File: src/rtl/mmss_pkg.sv
package mmss_pkg;
	localparam int DEF_MAX_STALLS = 1024;
	localparam int DEF_POS_BITS   = 30;
	localparam int FIELD_W        = 30;
	localparam int CFG_W          = 11;
	localparam logic [CFG_W-1:0] COW_RESET = 11'd2;
	localparam int QUEUE_DEPTH    = 4;
endpackage

File: src/rtl/mmss_front.sv
module mmss_front import mmss_pkg::*; #(
	parameter int POS_BITS = DEF_POS_BITS
) (
	input  logic                clk,
	input  logic                arst_n,
	input  logic [FIELD_W-1:0]  position,
	input  logic                last,
	input  logic                push,
	output logic                full,
	output logic                q_wr,
	output logic [POS_BITS:0]   q_data,
	input  logic                q_full
);
	logic                valid_s1;
	logic [POS_BITS-1:0] pos_s1;
	logic                last_s1;
	logic [31:0]         pos_ext;

	assign pos_ext = {{(32-FIELD_W){1'b0}}, position};
	assign full    = valid_s1 && q_full;
	assign q_wr    = valid_s1;
	assign q_data  = {last_s1, pos_s1};

	always_ff @(posedge clk) begin
		if (push && !full) begin
			pos_s1  <= pos_ext[POS_BITS-1:0];
			last_s1 <= last;
		end
	end

	always_ff @(posedge clk or negedge arst_n) begin
		if (!arst_n) valid_s1 <= 1'b0;
		else if (push && !full) valid_s1 <= 1'b1;
		else if (!q_full) valid_s1 <= 1'b0;
	end
endmodule

File: config.mk
export PLATFORM = sky130hd
export DESIGN_NAME = mmss_front
export DESIGN_NICKNAME = d
export VERILOG_FILES = /design/src/rtl/mmss_pkg.sv /design/src/rtl/mmss_front.sv
export SDC_FILE = /design/constraint.sdc
export NUM_CORES = 1
export LEC_CHECK = 0
export ABC_CLOCK_PERIOD_IN_PS = 2100
export BUFFER_PORTS_ARGS = -buffer_cell sky130_fd_sc_hd__buf_2
export CORE_ASPECT_RATIO = 2
export CORE_MARGIN = 2
export CORE_UTILIZATION = 35
export CTS_BUF_LIST = sky130_fd_sc_hd__clkbuf_2
export DETAILED_ROUTE_END_ITERATION = 12
export PLACE_DENSITY = 0.75
export SYNTH_ARGS = -nofsm -noshare
export SYNTH_HDL_FRONTEND = slang
export SYNTH_SLANG_ARGS = --single-unit
File: constraint.sdc
create_clock -name clk -period 2.1 [get_ports clk]
set_clock_uncertainty 0.15 [all_clocks]
set_input_delay 0.21 -clock clk [delete_from_list [all_inputs] [get_ports clk]]
set_output_delay 0.21 -clock clk [all_outputs]
set_load 0.05 [all_outputs]
Yosys cells after proc, flatten, opt, wreduce, memory -nomap -nowiden
Index checks and enable logic that the tools add are counted.
{"block": "op_classes", "mux": 2, "eq_ne": 1, "reduce_logical": 3}
{"op": "1-bit logical AND", "n": 2}
{"op": "1-bit two-way mux", "n": 2}
{"op": "2-bit by 1-bit inequality test with 1-bit output (second input constant)", "n": 1}
{"op": "1-bit logical NOT", "n": 1}
{"block": "totals", "out_inout_bits": 33, "wordCells": 9, "register_bits": 32, "inputBits": 35}

Longest topological paths before layout
Gate-level depths: netlist of the first run.
{"block": "logic_depth", "depth_word": 4, "mapped_depth": 1, "depth_no_buf": 1}

Worst setup path after synthesis of the first run
Ideal clock, no wire load.
{"block": "synth_path", "path_kind": "register to register", "startpoint": "register valid_s1, in the netlist q_wr", "endpoint": "register last_s1, enable pin", "synth_period_minus_slack_ps": 2094, "n_path_buf": 0, "setup_slack_ps": 6, "setup_time_ps": 398, "required_ps": 1552, "t_arrival_ps": 1545, "stages_incl_launch_ff": 2, "cell_sequence": "dfrtp_1 -> a21boi_2"}
{"block": "synth_between", "elab_chain_cells": 3}
{"item": "from (decl)", "line": "mmss_front.sv:14", "source": "logic valid_s1;"}
{"item": "from (signal assigned)", "line": "mmss_front.sv:32", "source": "if (!arst_n) valid_s1 <= 1'b0;"}
{"item": "from (signal assigned)", "line": "mmss_front.sv:33", "source": "else if (push && !full) valid_s1 <= 1'b1;"}
{"item": "from (signal assigned)", "line": "mmss_front.sv:34", "source": "else if (!q_full) valid_s1 <= 1'b0;"}
{"item": "1-bit logical AND", "line": "mmss_front.sv:20", "source": "assign full = valid_s1 && q_full;"}
{"item": "1-bit logical NOT", "line": "mmss_front.sv:25", "source": "if (push && !full) begin"}
{"item": "1-bit logical AND", "line": "mmss_front.sv:25"}
{"item": "to (signal assigned)", "line": "mmss_front.sv:27", "source": "last_s1 <= last;"}
{"item": "to (decl)", "line": "mmss_front.sv:16", "source": "logic last_s1;"}
No other way between the ends.
A chain may end at the register's enable or synchronous reset.

Worst setup path after layout of the first run
{"block": "layout_path", "startpoint": "register valid_s1, in the netlist q_wr", "endpoint": "output full"}
{"block": "layout_between", "elab_chain_cells": 1}
{"item": "1-bit logical AND", "line": "mmss_front.sv:20"}
{"item": "to (decl)", "line": "mmss_front.sv:9", "source": "output logic full,"}
No other way between the ends.

==> results of run 1 <==
-- what timing repair did --
item | 4_1_cts | 5_1_grt
endpoints found under the hold margin | 33 | 0
resized for setup | 0 | 0
hold buffers | 35 | 0
-- power by group through the flow --
| stage | logic (mW) | clock network (mW) | registers [mW] |
|---|---|---|---|
| global placement | 0.207 | 0 | 0.764 |
| finish | 0.262 | 0.277 | 0.751 |
| CTS | 0.263 | 0.282 | 0.751 |
| detailed placement | 0.212 | 0 | 0.766 |
| floorplan | 0.0238 | 0 | 0.883 |
| global route | 0.274 | 0.316 | 0.755 |
-- synth_stat cells --
| cell | n | area [um2] |
|---|---|---|
| a21boi_2 | 1 | 11.3 |
| buf_4 | 1 | 7.51 |
| edfxtp_1 | 31 | 931 |
| a21o_1 | 1 | 7.51 |
| dfrtp_1 | 1 | 25.0 |
| and2_1 | 1 | 6.26 |
-- layer usage --
metal,up-vias,GRT usage [%]
met1,330,14.5
met5,-,0
met3,7,5.45
li1,362,-
met2,37,26.9
met4,0,10.6
-- stage by stage --
step / setup WS (ns) / utilization, % / cell area [um2] / instances
after detailed placement: 0.798 / 50.3 / 1380 / 133
after global placement: 0.823 / 50.3 / 1380 / 133
final: 0.512 / 64.5 / 1760 / 176
after CTS: 0.527 / 64.5 / 1760 / 176
after global routing: 0.440 / 64.5 / 1760 / 176
after floorplan: 0.00629 / - / 988 / 36
-- registers in the layout, indices dropped and copies added (netlist names) --
register  count
pos_s1       30
last_s1       1
q_wr          1
-- cells in the final DEF (no fill, tap or decap) --
cell type	Yosys	final
a21boi_4	0	1
a21o_1	1	1
and2_1	1	1
buf_2	0	67
buf_4	1	2
clkbuf_2	0	7
clkinv_1	0	1
dfrtp_1	1	1
dlygate4sd3_1	0	35
edfxtp_1	31	31
-- worst paths after layout --
check / to / from
worst max-delay path: full / q_wr
worst min-delay path: pos_s1[14] / q_full
worst max register to register: q_wr / q_wr
worst min register to register: pos_s1[14] / q_wr
max in group asynchronous: q_wr / arst_n
min in group asynchronous: q_wr / arst_n
-- logic make-up after synthesis --
kind of cell,after synthesis
AND/OR/NAND/NOR,1
flip-flops,32
buffers and inverters,1
AO/OA/AOI/OAI,2
-- critical path: cells and delay by family (launching register included) --
kind                   cells  cell delay [ns]
flip-flops                 1             0.47
AND/OR/NAND/NOR            1             0.15
buffers and inverters      1             0.25
-- cell type report --
type                       count  share of cell area, %
timing repair buffer         104                   39.7
clock buffer                   7                   1.99
sequential                    32                   54.2
tap                           29                   2.06
clock inverter                 1                  0.213
multi-input combinational      3                   1.84
==> results.cfg, run 1 <==
[setup_path]
path_cells = and2_1 -> buf_2
timing_worst_setup_path_type = flip-flop to output pin
cp-start-kind = flip-flop
worstPathRequired_ns = 1.74
slowest_delay_ns = 0.47
reg2reg_slack_ns = 0.64
arrival_ns = 1.23
slowest_stage = dfrtp_1
cp_max_fo = 4
reg2regPathDepth = 2
crit_path_end_kind = output pin

[power_and_ir_drop]
p_int_mw = 0.925
irDropWorstVdd_mv = 0.391
cellPowerDensity_nw_per_um2 = 731
p_sw_mw = 0.366
seqPwrFrac_pct = 58.2
p_clk_share_pct = 21.4
total_power_mw = 1.29
switching_share_pct = 28.3
combPwrFrac_pct = 20.3
p_leak_nw = 0.772

[floorplan]
dieWidth_um = 41.6
ios = 68
num_rows = 27
die-area_um2 = 3290
core_um2 = 2740
start_util_pct = 36.1
die_h_um = 79.2

[global_routing]
grt_start_max_net_pins = 18
grt_pass1_vias = 769
grt_overflow = 0
track_usage_pct = 15.4
grt_pass1_wl_um = 3560
antenna_found_initial = 0

[sta]
maxSlewHeadroom_pct = 82.3
tightestPinTransition_ns = 0.268
final-hold-violation-count = 0
period_share_pct = 75.6
drv_slew = 0
period_needed_ns = 1.59
rsz0062_at_grt = false
fin_tns_setup_ns = 0
fmax_mhz = 630
setup_viol = 0
holdWs_ns = 0.258

[run]
drv_cap = 0

[logic_synthesis]
syn-num-nets = 71
synth-simple-area-share_pct = 0.633
synth_cell_types = 6
synth_area_um2 = 988
synth_xor_area_share_pct = 0
ys_ff_latch = 32
synthAdderAreaFrac_pct = 0
synth-seq-area-share_pct = 96.7
synth_top_family_by_area = compound AO/OA/AOI/OAI gates
avgSynthCellArea_um2 = 27.5
syn_inst = 36
yosysWarnings = 0
synth_compound_area_share_pct = 1.90
synth.area.mux_share_pct = 0

[drt]
routed-wl-met2_um = 1330
wl_per_cell_um = 13.3
route.met3.wl_um = 163
wl_met1_um = 771
vias_per_cell = 4.18
highest_layer = met4
dr.pass1.iters = 4
via_count = 736
drt_iter0_drc = 20
drc = 0
routed_wl_um = 2340
postRouteAntennaNets = 0

[finish]
register_area_um2 = 956
n_antenna_cell = 0
multi_input_area_um2 = 32.5
num-fill-cells = 207
layout-drive-gt1-share_pct = 52.4
syn2layout_area_growth_pct = 78.5
nets = 181

[placed_design]
dp_hpwl_um = 1510
gp_congestion = 0.631
port_buffers = 67

[clock_tree]
postCtsSetupBuffers = 0
cts_max_path_buffers = 2
clock_latency_ns = 0.35
htreeDepth = 2
cts_root_buf = clkbuf_2
cts_buffers = 5
clk_pin_slew_ns = 0.14
cts_tree = yes
cts_sinks = 32

[run_status]
status = complete, no violations

[hold_path]
hp-class = input pin to flip-flop
hold_depth = 3
Power figures use the tool's default switching activity.
==> inputs of run 2 (changes only) <==
- ABC_CLOCK_PERIOD_IN_PS: 2100 -> 1600
- clock period: 2.1 -> 1.6 ns (I/O delays scaled with it)
==> results.cfg, run 2 (synthesized netlist as in run 1, its figures left out) <==
[run_status]
status = complete, no violations

[clock_tree]
cts_max_path_buffers = 2
postCtsSetupBuffers = 0
cts_tree = yes
clk_pin_slew_ns = 0.16
htreeDepth = 2
cts_sinks = 32
ctsHoldBuffers = 36
cts_root_buf = clkbuf_2
cts_resized = 0
cts_buffers = 5
clock_latency_ns = 0.36

[setup_path]
critPathMostFrequentCell = buf_2
path_buf_inv = 3
slowest_stage = dlygate4sd3_1
worstPathRequired_ns = 1.29
arrival_ns = 1.23
crit_start = q_full
path_cells = dlygate4sd3_1 -> buf_2 -> and2_1 -> buf_2
crit-reg2reg-launch = q_wr
slowest_delay_ns = 0.53
reg2reg_slack_ns = 0.15
cp-start-kind = input pin
timing_worst_setup_path_type = input pin to output pin
critical_path.top_delay_family = buffers and inverters
crit_path_end_kind = output pin
cp_max_fo = 3

[floorplan]
die_h_um = 79.2
start_util_pct = 36.1
die-area_um2 = 3290
dieWidth_um = 41.6
num_rows = 27
core_um2 = 2740
ios = 68

[sta]
period_share_pct = 96.2
rsz0062_at_grt = false
drv_slew = 0
tightestPinTransition_ns = 0.268
period_needed_ns = 1.54
fmax_mhz = 650
fin_tns_setup_ns = 0
setup_viol = 0
final-hold-violation-count = 0
maxSlewHeadroom_pct = 82.3
setup_slack_ns = 0.0605

[finish]
most-common-layout-cells = buf_2, dlygate4sd3_1, edfxtp_1
nets = 181
syn2layout_area_growth_pct = 82.5
largest_reg_flops = 30
largest_register = pos_s1
layout-drive-gt1-share_pct = 51.7
n_antenna_cell = 0
final_common_cell = buf_2
fin_area_um2 = 1800
instances_no_fill = 176

[global_routing]
grt_pass1_wl_um = 3550
grt_overflow = 0
grt_start_max_net_pins = 30
grt_pass1_vias = 810
track_usage_pct = 15.4
antenna_found_initial = 0

[drt]
drt_iter0_drc = 9
routed_wl_um = 2380
dr.pass1.iters = 4
via_count = 762
postRouteAntennaNets = 0
drc = 0
vias_per_cell = 4.33
wl_per_cell_um = 13.5

[power_and_ir_drop]
p_int_mw = 1.36
irDropWorstVdd_mv = 0.903
total_power_mw = 1.84
p_leak_nw = 0.782
switching_share_pct = 26.4
cellPowerDensity_nw_per_um2 = 1020
p_clk_share_pct = 27.6
combPwrFrac_pct = 19.0
seqPwrFrac_pct = 53.5
p_sw_mw = 0.487

[placed_design]
place_area_um2 = 1380
port_buffers = 67
placedCellCount = 132
pre_cts_ws_ns = 0.306
gp_congestion = 0.648

[run]
drv_cap = 0

[hold_path]
hp-class = input pin to flip-flop
min_from = position[1]
-- run 2: layout make-up --
type	instances	area (um2)
clock inverter	3	37.5
sequential	32	957
fill	195	932
timing repair buffer	104	716
clock buffer	5	25.0
multi-input combinational	3	32.5
tap	29	36.3
-- run 2: worst paths after layout --
check / end / cells after the start
setup reg to reg: q_wr / 2
max in group asynchronous: q_wr / 3
min in group asynchronous: q_wr / 3
hold / removal: pos_s1[1] / 2
setup / recovery: full / 4
hold reg to reg: pos_s1[6] / 1
-- run 2: power by group through the flow --
stage	Clock [mW]	Sequential [mW]	Combinational (mW)
2_1_floorplan	0	1.16	0.0328
3_3_place_gp	0	1.00	0.274
3_5_place_dp	0	1.01	0.280
4_1_cts	0.517	0.986	0.349
5_1_grt	0.561	0.991	0.365
6_report	0.508	0.986	0.349
-- run 2: routing by layer --
| layer | wire length (um) | track usage (%) |
|---|---|---|
| met1 | 712 | 13.4 |
| met2 | 1440 | 28.7 |
| met3 | 145 | 5.45 |
| met4 | 79 | 9.03 |
| met5 | 0 | 0 |
-- run 2: metrics by stage --
step,hold slack [ns],utilization (%)
floorplan,-0.286,-
global placement,-0.214,50.5
detailed placement,-0.214,50.5
CTS,0.323,65.9
global route,0.315,65.9
finish,0.350,65.9
-- run 2: worst register-to-register path, delay by kind of cell, from the launching register on --
family / cells / cell delay [ns]
buffers and inverters: 1 / 0.56
flip-flops: 1 / 0.47
AO/OA/AOI/OAI: 1 / 0.18
