<file path="src/rtl/mmss_pkg.sv">
package mmss_pkg;
	localparam int DEF_MAX_STALLS = 1024;
	localparam int DEF_POS_BITS   = 30;
	localparam int FIELD_W        = 30;
	localparam int CFG_W          = 11;
	localparam logic [CFG_W-1:0] COW_RESET = 11'd2;
	localparam int QUEUE_DEPTH    = 4;
endpackage

</file>
<file path="src/rtl/mmss_queue.sv">
module mmss_queue import mmss_pkg::*; #(
	parameter int W = DEF_POS_BITS + 1
) (
	input  logic         clk,
	input  logic         arst_n,
	input  logic         wr_en,
	input  logic [W-1:0] wr_data,
	output logic         q_full,
	input  logic         rd_en,
	output logic [W-1:0] rd_data,
	output logic         q_empty
);
	localparam int QAW = $clog2(QUEUE_DEPTH);

	logic [W-1:0]   slot_q [QUEUE_DEPTH];
	logic [QAW-1:0] wp_q, rp_q;
	logic [QAW:0]   cnt_q;

	assign q_full  = (cnt_q == (QAW+1)'(QUEUE_DEPTH));
	assign q_empty = (cnt_q == '0);
	assign rd_data = slot_q[rp_q];

	always_ff @(posedge clk) begin
		if (wr_en && !q_full) slot_q[wp_q] <= wr_data;
	end

	always_ff @(posedge clk or negedge arst_n) begin
		if (!arst_n) begin
			wp_q  <= '0;
			rp_q  <= '0;
			cnt_q <= '0;
		end else begin
			if (wr_en && !q_full) wp_q <= wp_q + 1'b1;
			if (rd_en && !q_empty) rp_q <= rp_q + 1'b1;
			cnt_q <= cnt_q + (QAW+1)'(wr_en && !q_full) - (QAW+1)'(rd_en && !q_empty);
		end
	end
endmodule

</file>
<file path="config.mk">
export PLATFORM = sky130hd
export DESIGN_NAME = mmss_queue
export DESIGN_NICKNAME = d
export VERILOG_FILES = /design/src/rtl/mmss_pkg.sv /design/src/rtl/mmss_queue.sv
export SDC_FILE = /design/constraint.sdc
export NUM_CORES = 1
export LEC_CHECK = 0
export BUFFER_PORTS_ARGS = -buffer_cell sky130_fd_sc_hd__buf_4
export CAP_MARGIN = 0
export CORE_ASPECT_RATIO = 1.5
export CORE_UTILIZATION = 35
export DETAILED_ROUTE_END_ITERATION = 10
export SYNTH_ARGS = -nofsm -noshare
export SYNTH_HDL_FRONTEND = slang
export SYNTH_SLANG_ARGS = --single-unit
</file>
<file path="constraint.sdc">
create_clock -name clk -period 3 [get_ports clk]
set_input_delay 0.6 -clock clk [delete_from_list [all_inputs] [get_ports clk]]
set_output_delay 0.6 -clock clk [all_outputs]
set_load 0.02 [all_outputs]
</file>
## After elaboration in Yosys (flattened, before gate mapping)

Memory sizes are Yosys's and may differ from the RTL's.
Cells that the tools add are included.

- Equal/unequal tests: 1
- Add/subtract/negate cells: 4
- Reductions and logical operators: 5
- Muxes and demuxes: 2

Operator list:

| operator | number |
|---|---|
| $add A2 B1 Y2 const B | 2 |
| $add A3 B1 Y3 | 1 |
| $eq A3 B3 Y1 const B | 1 |
| $logic_not A3 Y1 | 1 |
| $sub A3 B1 Y3 | 1 |
| $logic_and A1 B1 Y1 | 2 |
| $logic_not A1 Y1 | 2 |
| $mux W1 | 2 |

- Bits in registers: 7
- Memories: 1
- Logic and storage cells: 16
- Bits of input ports: 35
- Output and inout bits: 33
- Memory bits (writable): 124

Memory list:

| name | words | width | rd ports | clocked after Yosys merged registers in | wr ports | RTL line | RTL |
|---|---|---|---|---|---|---|---|
| slot_q | 4 | 31 | 1 | 0 | 1 | mmss_queue.sv:15 | `logic [W-1:0] slot_q [QUEUE_DEPTH];` |

## Longest topological paths before layout

Gate-level depths: netlist of the first run.

- Word-level depth: 5
- Gate-level depth with buffers: 8
- Depth with buffers taken out: 8

## Worst setup path after synthesis of the first run

Ideal clock, no wire load.

- Kind: register to register
- Start point: register cnt_q[1]
- End point: register cnt_q[2]
- Buffers on the path: 0
- Stages on the path, launching flop included: 9
- Setup time: 0.123 ns
- Required time: 2.877 ns
- Arrival: 1.949 ns
- Setup slack: 0.928 ns
- Period minus slack after synthesis: 2.072 ns
- Cell sequence: dfrtp_1 o31ai_1 inv_1 ha_1 inv_1 ha_1 fa_1 xnor2_1 xnor2_1

- Longest elaborated chain between the ends: 5
- Elaborated cells on any way between the ends: 8
- Classes of those cells: add/sub (2); eq/ne (1); reduce/logical (5)

RTL lines:

| item | RTL line | RTL |
|---|---|---|
| start: declaration | mmss_queue.sv:17 | `logic [QAW:0] cnt_q;` |
| start signal: assignment | mmss_queue.sv:35 | `cnt_q <= cnt_q + (QAW+1)'(wr_en && !q_full) - (QAW+1)'(rd_en && !q_empty);` |
| $eq A3 B3 Y1 | mmss_queue.sv:19 | `assign q_full = (cnt_q == (QAW+1)'(QUEUE_DEPTH));` |
| $logic_not A1 Y1 | mmss_queue.sv:35 |  |
| $logic_and A1 B1 Y1 | mmss_queue.sv:35 |  |
| $add A3 B1 Y3 | mmss_queue.sv:35 |  |
| $sub A3 B1 Y3 * | mmss_queue.sv:35 |  |

Mark *: on every way between the ends. The rest lies on a longest branch, timed or not.
A chain may end at the register's enable or synchronous reset.

## Final worst setup path of the first run

- Start point: register rp_q[0]
- End point: output port rd_data[30]

- Longest elaborated chain between the ends: 1

RTL lines:

| item | RTL line | RTL |
|---|---|---|
| start: declaration | mmss_queue.sv:16 | `logic [QAW-1:0] wp_q, rp_q;` |
| start signal: assignment | mmss_queue.sv:34 | `if (rd_en && !q_empty) rp_q <= rp_q + 1'b1;` |
| $mem_v2 Z4 W31 | n/a |  |
| end: declaration | mmss_queue.sv:10 | `output logic [W-1:0] rd_data,` |

Every way passes these cells.

==> results of run 1 <==
cell usage in the layout, fill, tap and decap left out:
| master | synthesis | routed |
|---|---|---|
| and3b_2 | 0 | 4 |
| buf_4 | 0 | 76 |
| bufinv_16 | 0 | 4 |
| clkbuf_1 | 0 | 4 |
| clkbuf_16 | 0 | 17 |
| clkinv_1 | 0 | 3 |
| clkinv_2 | 0 | 1 |
| dfrtp_1 | 7 | 5 |
| dfrtp_2 | 0 | 2 |
| dlygate4sd3_1 | 0 | 1 |
| edfxtp_1 | 124 | 124 |
| fa_1 | 1 | 1 |
| ha_1 | 6 | 6 |
| inv_1 | 6 | 6 |
| mux4_1 | 3 | 3 |
| mux4_2 | 28 | 28 |
| nand2_1 | 1 | 1 |
| nand2b_1 | 4 | 4 |
| nand4bb_1 | 2 | 2 |
| nor3_1 | 1 | 1 |
| nor3b_4 | 1 | 1 |
| o211ai_1 | 2 | 2 |
| o311ai_0 | 1 | 1 |
| o31ai_1 | 1 | 1 |
| xnor2_1 | 4 | 4 |
final cells by class:
| class | count | area [µm²] |
|---|---|---|
| tap | 192 | 240 |
| multi-input combinational | 59 | 986 |
| clock inverter | 8 | 136 |
| sequential | 131 | 3900 |
| clock buffer | 21 | 440 |
| timing repair buffer | 77 | 581 |
| inverter | 6 | 22.5 |
| fill | 1187 | 7680 |
worst max path at each step:
stage / startpoint / end / slack (ns) / cells past startpoint
2_1_floorplan: cnt_q[1]$_DFF_PN0_ / cnt_q[2]$_DFF_PN0_ / 0.93 / 8
3_3_place_gp: rd_en / cnt_q[2]$_DFF_PN0_ / 0.85 / 9
3_5_place_dp: cnt_q[1]$_DFF_PN0_ / cnt_q[2]$_DFF_PN0_ / 0.75 / 8
6_report: rp_q[0]$_DFFE_PN0P_ / rd_data[30] / 0.49 / 3
4_1_cts: rp_q[0]$_DFFE_PN0P_ / rd_data[30] / 0.46 / 3
5_1_grt: rp_q[0]$_DFFE_PN0P_ / rd_data[28] / 0.40 / 3
cells in the mapped netlist:
master       n  area share (%)
o311ai_0     1            0.18
buf_12       3             1.2
o211ai_1     2            0.30
xnor2_1      4            0.70
dfrtp_1      7             3.5
inv_1        6            0.45
fa_1         1            0.40
edfxtp_1   124              75
nor3b_4      1            0.38
nand2_1      1           0.075
buf_2        3            0.30
nor3_1       1            0.10
buf_6        1            0.23
mux4_1       3             1.6
nand4bb_1    2            0.45
o31ai_1      1            0.15
ha_1         6             1.5
nand2b_1     4            0.50
mux4_2      28              13
and3b_1      4            0.70
worst max-delay path, stage by stage, from the launching register on:
cell and delay [ns]:
dfrtp_2 0.35, buf_4 0.34, mux4_1 0.61, buf_4 0.18
metrics by stage:
stage	std cells	area [µm²]	hold slack (ns)	power [µW]
floorplan	203	4990	0.304	4020
CTS	494	6310	0.378	6820
global route	494	6310	0.380	7010
detailed placement	464	5720	0.421	4780
global placement	464	5720	0.419	4750
finish	494	6310	0.395	6720
metal layers:
layer	global-route usage [%]	wire length, µm
met1	14.7	3510
met2	23.0	4930
met3	3.57	288
met4	5.81	114
met5	0	0
flip-flops by register name, summed over array words and instances, names as in the netlist:
| signal | count |
|---|---|
| cnt_q | 3 |
| rp_q | 2 |
| slot_q | 124 |
| wp_q | 2 |
where the power goes:
| part | switching, µW | leakage [µW] | internal [µW] |
|---|---|---|---|
| Clock | 671 | 0.000279 | 1360 |
| Combinational | 1130 | 0.000726 | 983 |
| Sequential | 137 | 0.00122 | 2430 |
| Total | 1940 | 0.00222 | 4770 |
cell families after synthesis:
logic type                 count (synthesis)  share of synthesized area (%)
adders and majority gates                  7                           1.91
and+or+nand+nor                           13                           2.21
DFF                                      131                           78.2
xor gates and xnor gates                   4                          0.702
AOI/OAI and AO/OA                          4                          0.627
buffers and inverters                     13                           2.18
muxes                                     31                           14.2
==> impl_metrics.tcl, run 1 <==
set metrics [dict create \
    setup_viol 0 \
    dp_hpwl_um 5600 \
    rsz0062_at_grt "no" \
    utilization_pct 45.1 \
    ys_types 20 \
    hp-start "wr_data[15]" \
    min_to "slot_q[3][15]$_DFFE_PP_" \
    gp_routability_congestion 0.689 \
    routedWlPerCell_um 17.9 \
    hold_viol 0 \
    status "complete, no violations" \
    syn_inst 203 \
    drt_pre_antenna_iters 4 \
    cp.required_ns 2.40 \
    areaGrowthSynthToFinish_pct 26.4 \
    final.setup.worst_slack_ns 0.493 \
    cts_tree "yes" \
    timing.setup.tns_ns 0 \
    pin_count 68 \
    cts_resized 0 \
    leakagePower_uw 0.00222 \
    antenna_cells 0 \
    ir_drop_v 0.000519 \
    grtUsageTotal_pct 13.0 \
    wirelength_um 8850 \
    drive_gt1_share_pct 44.0 \
    routed_via_density 4.62 \
    syn_area_um2 4990 \
    syn_nets 245 \
    antenna_found_initial 0 \
    crit_arrival_ns 1.91 \
    ys_warn_count 0 \
    cts_buffer_depth 2 \
    fp.dieW_um 99.5 \
    slew_headroom_pct 63.9 \
    numCtsBuffers 17 \
    period_share_pct 83.6 \
    core_um2 14000 \
    synth_seq_cells 131 \
    r2r-end "cnt_q[2]$_DFF_PN0_" \
    fmax_ghz 0.399 \
    start_util_pct 35.7 \
    rows 53 \
    drc 0 \
    cts_hold_buf 1 \
    grt_remaining_overflow 0 \
    dieHeight_um 148 \
    initialDrtViolationCount 95 \
    start_kind "register" \
    hold_depth 1 \
    grt_pass1_vias 2528 \
    io_buffers 67 \
    fin_skew_ns 0.00976 \
    clk_pin_slew_ns 0.05 \
    grt_max_degree 32 \
    vias 2281 \
    seq_area_frac_synth_pct 78.2 \
    dieArea_um2 14700 \
    reg2reg_depth 8 \
    maxCapViolations 0 \
    post_cts_buffers 0 \
    numClockSinks 131 \
    htree_levels 4 \
    min_path_type "input port to register" \
    critPathKind "register to output pin" \
    r2r_slack_ns 0.74 \
    timing.rr.start "cnt_q[1]$_DFF_PN0_" \
    cts-root-buf "clkbuf_16" \
    clk_latency_ns 0.40 \
    postSynthAreaPerCell_um2 24.6 \
    timing.final.max_slew_violations 0 \
    power.density_nw_per_um2 1060 \
    nNetsFinal 334 \
    worst_setup_path_end_kind "output pin" \
    ant_nets 0 \
    finalCriticalPeriod_ns 2.51 \
    grt_first_pass_wirelength_um 13700 \
    worst_pin_slew_ns 0.542 \
    place_ws_ns 0.745 \
    crit_path_max_fanout 19 \
]
No activity file was read; power rests on OpenSTA's default activity.
==> run 2: changes to the inputs <==
==> constraint.sdc (replaced) <==
create_clock -name clk -period 2.4 [get_ports clk]
set_input_delay 0.48 -clock clk [delete_from_list [all_inputs] [get_ports clk]]
set_output_delay 0.48 -clock clk [all_outputs]
set_load 0.02 [all_outputs]
==> run 2 against run 1 <==
First-iteration DRC count fell by 51%. Clock power rose by 22%. Sequential power rose by 25%. Sequential cell count did not move. Critical endpoint is now rd_data[27]. Largest cell class unchanged.
==> impl_metrics.tcl, run 2 (synthesis gave the netlist of run 1 again) <==
set metrics [dict create \
    status "complete, no violations" \
    ant_nets 0 \
    clk_latency_ns 0.40 \
    n_fill_cell 1202 \
    wirelength_um 8830 \
    cts_tree "yes" \
    vias 2267 \
    routed_via_density 4.57 \
    dp.cells 463 \
    slowest_stage "mux4_1" \
    p_total_uw 8450 \
    pwr-share-clk_pct 29.5 \
    crit_chain "buf_6 > mux4_1 > buf_4" \
    grt_remaining_overflow 0 \
    largestRegisters "slot_q: 124 flops, cnt_q: 3 flops" \
    period_share_pct 96.1 \
    slew_headroom_pct 69.4 \
    regArea_um2 3900 \
    worst_pin_slew_ns 0.453 \
    maxCapViolations 0 \
    drive_gt1_share_pct 45.1 \
    dieArea_um2 14700 \
    start_util_pct 35.7 \
    leakagePower_uw 0.00224 \
    power.density_nw_per_um2 1330 \
    cts_buffer_depth 2 \
    multi_input_comb_area_um2 991 \
    final_cell_mix "124 x edfxtp_1, 69 x buf_4, 28 x mux4_2" \
    rows 53 \
    fmax_ghz 0.434 \
    gp_routability_congestion 0.668 \
    timing.hold.ws_ns 0.280 \
    grtUsageTotal_pct 13.0 \
    cts-root-buf "clkbuf_16" \
    htree_levels 4 \
    start_kind "register" \
    routedWlPerCell_um 17.8 \
    swShare_pct 29.5 \
    p_int_uw 5960 \
    crit_path_max_fanout 15 \
    numClockSinks 131 \
    drt_pre_antenna_iters 4 \
    pin_count 68 \
    drc 0 \
    antenna_found_initial 0 \
    dieHeight_um 148 \
    timing.setup.tns_ns 0 \
    regMostFlops "slot_q" \
    final_common_cell "edfxtp_1" \
    finalCriticalPeriod_ns 2.31 \
    grt_max_degree 32 \
    antenna_cells 0 \
    cp.required_ns 1.92 \
    min_path_type "input port to register" \
    initialDrtViolationCount 47 \
    share_comb_of_total_power_pct 32.6 \
    utilization_pct 45.5 \
    areaGrowthSynthToFinish_pct 27.7 \
    setup_viol 0 \
    p_switching_uw 2490 \
    instances_no_fill 496 \
    ir_drop_v 0.000687 \
    rsz0062_at_grt "no" \
    seq_power_share_pct 37.9 \
    timing.final.max_slew_violations 0 \
    nNetsFinal 333 \
    numCtsBuffers 17 \
    fp.dieW_um 99.5 \
    critPathKind "register to output pin" \
    largest_reg_flops 124 \
    grt_pass1_vias 2453 \
    fin_skew_ns 0.00746 \
    max_stage_delay_ns 0.61 \
    crit_arrival_ns 1.83 \
    hold_viol 0 \
    clk_pin_slew_ns 0.06 \
    io_buffers 67 \
    worst_setup_path_end_kind "output pin" \
    core_um2 14000 \
    grt_first_pass_wirelength_um 13700 \
]
==> run 2: cell count changes in the layout (fill, tap and decap cells not counted), sizes merged <==
cell	previous run	this run
buf	76	75
clkbuf	21	20
bufinv	4	3
clkinv	4	9
==> run 2: stage by stage <==
stage / instance area [µm²] / worst slack (ns)
final: 6370 / 0.0942
after global routing: 6370 / 0.00343
after CTS: 6360 / 0.0416
after detailed placement: 5780 / 0.155
after global placement: 5780 / 0.277
after floorplan: 4990 / 0.328
==> run 2: routing by layer <==
layer  wire length (µm)  GRT usage (%)  up-vias
met5                  0              0        -
met4                152           5.88        0
met3                381           4.09        9
met2               4960           23.1       47
met1               3340           14.1     1183
li1                   -              -     1028
==> run 2: area by class of cell <==
class / count / area share [%]
sequential: 131 / 61.2
tap: 192 / 3.77
timing repair buffer: 76 / 10.0
inverter: 6 / 0.354
multi-input combinational: 59 / 15.6
clock buffer: 20 / 6.86
clock inverter: 12 / 2.18
==> run 2: final timing paths <==
| check | startpoint | endpoint | slack [ns] | cells after the start |
|---|---|---|---|---|
| min in group asynchronous | arst_n | cnt_q[0]$_DFF_PN0_ | 0.42 | 2 |
| worst min register to register | wp_q[1]$_DFFE_PN0P_ | wp_q[1]$_DFFE_PN0P_ | 0.62 | 2 |
| max in group asynchronous | arst_n | rp_q[1]$_DFFE_PN0P_ | 1.84 | 2 |
| worst max register to register | cnt_q[1]$_DFF_PN0_ | cnt_q[2]$_DFF_PN0_ | 0.22 | 8 |
| worst min-delay path | wr_data[17] | slot_q[0][17]$_DFFE_PP_ | 0.28 | 1 |
| worst max-delay path | rp_q[0]$_DFFE_PN0P_ | rd_data[27] | 0.09 | 3 |
==> run 2: repair_timing <==
action,4_1_cts,5_1_grt
resized for setup,1,1
hold endpoints to repair,7,0
endpoints found under the setup margin,2,1
hold buffers,1,0
buffers inserted,0,0
==> run 2: power groups by stage <==
| stage | Clock, µW | Sequential, µW | Combinational, µW |
|---|---|---|---|
| after floorplan | 0 | 3200 | 1830 |
| after global placement | 0 | 3200 | 2810 |
| after detailed placement | 0 | 3240 | 2830 |
| after CTS | 2550 | 3200 | 2840 |
| after global routing | 2640 | 3250 | 2960 |
| final | 2490 | 3200 | 2750 |
==> run 2: critical path: cells and delay by family, from the launching register on <==
kind / cells / cell delay (ns)
buffers and inverters: 2 / 0.42
DFF: 1 / 0.39
muxes: 1 / 0.61
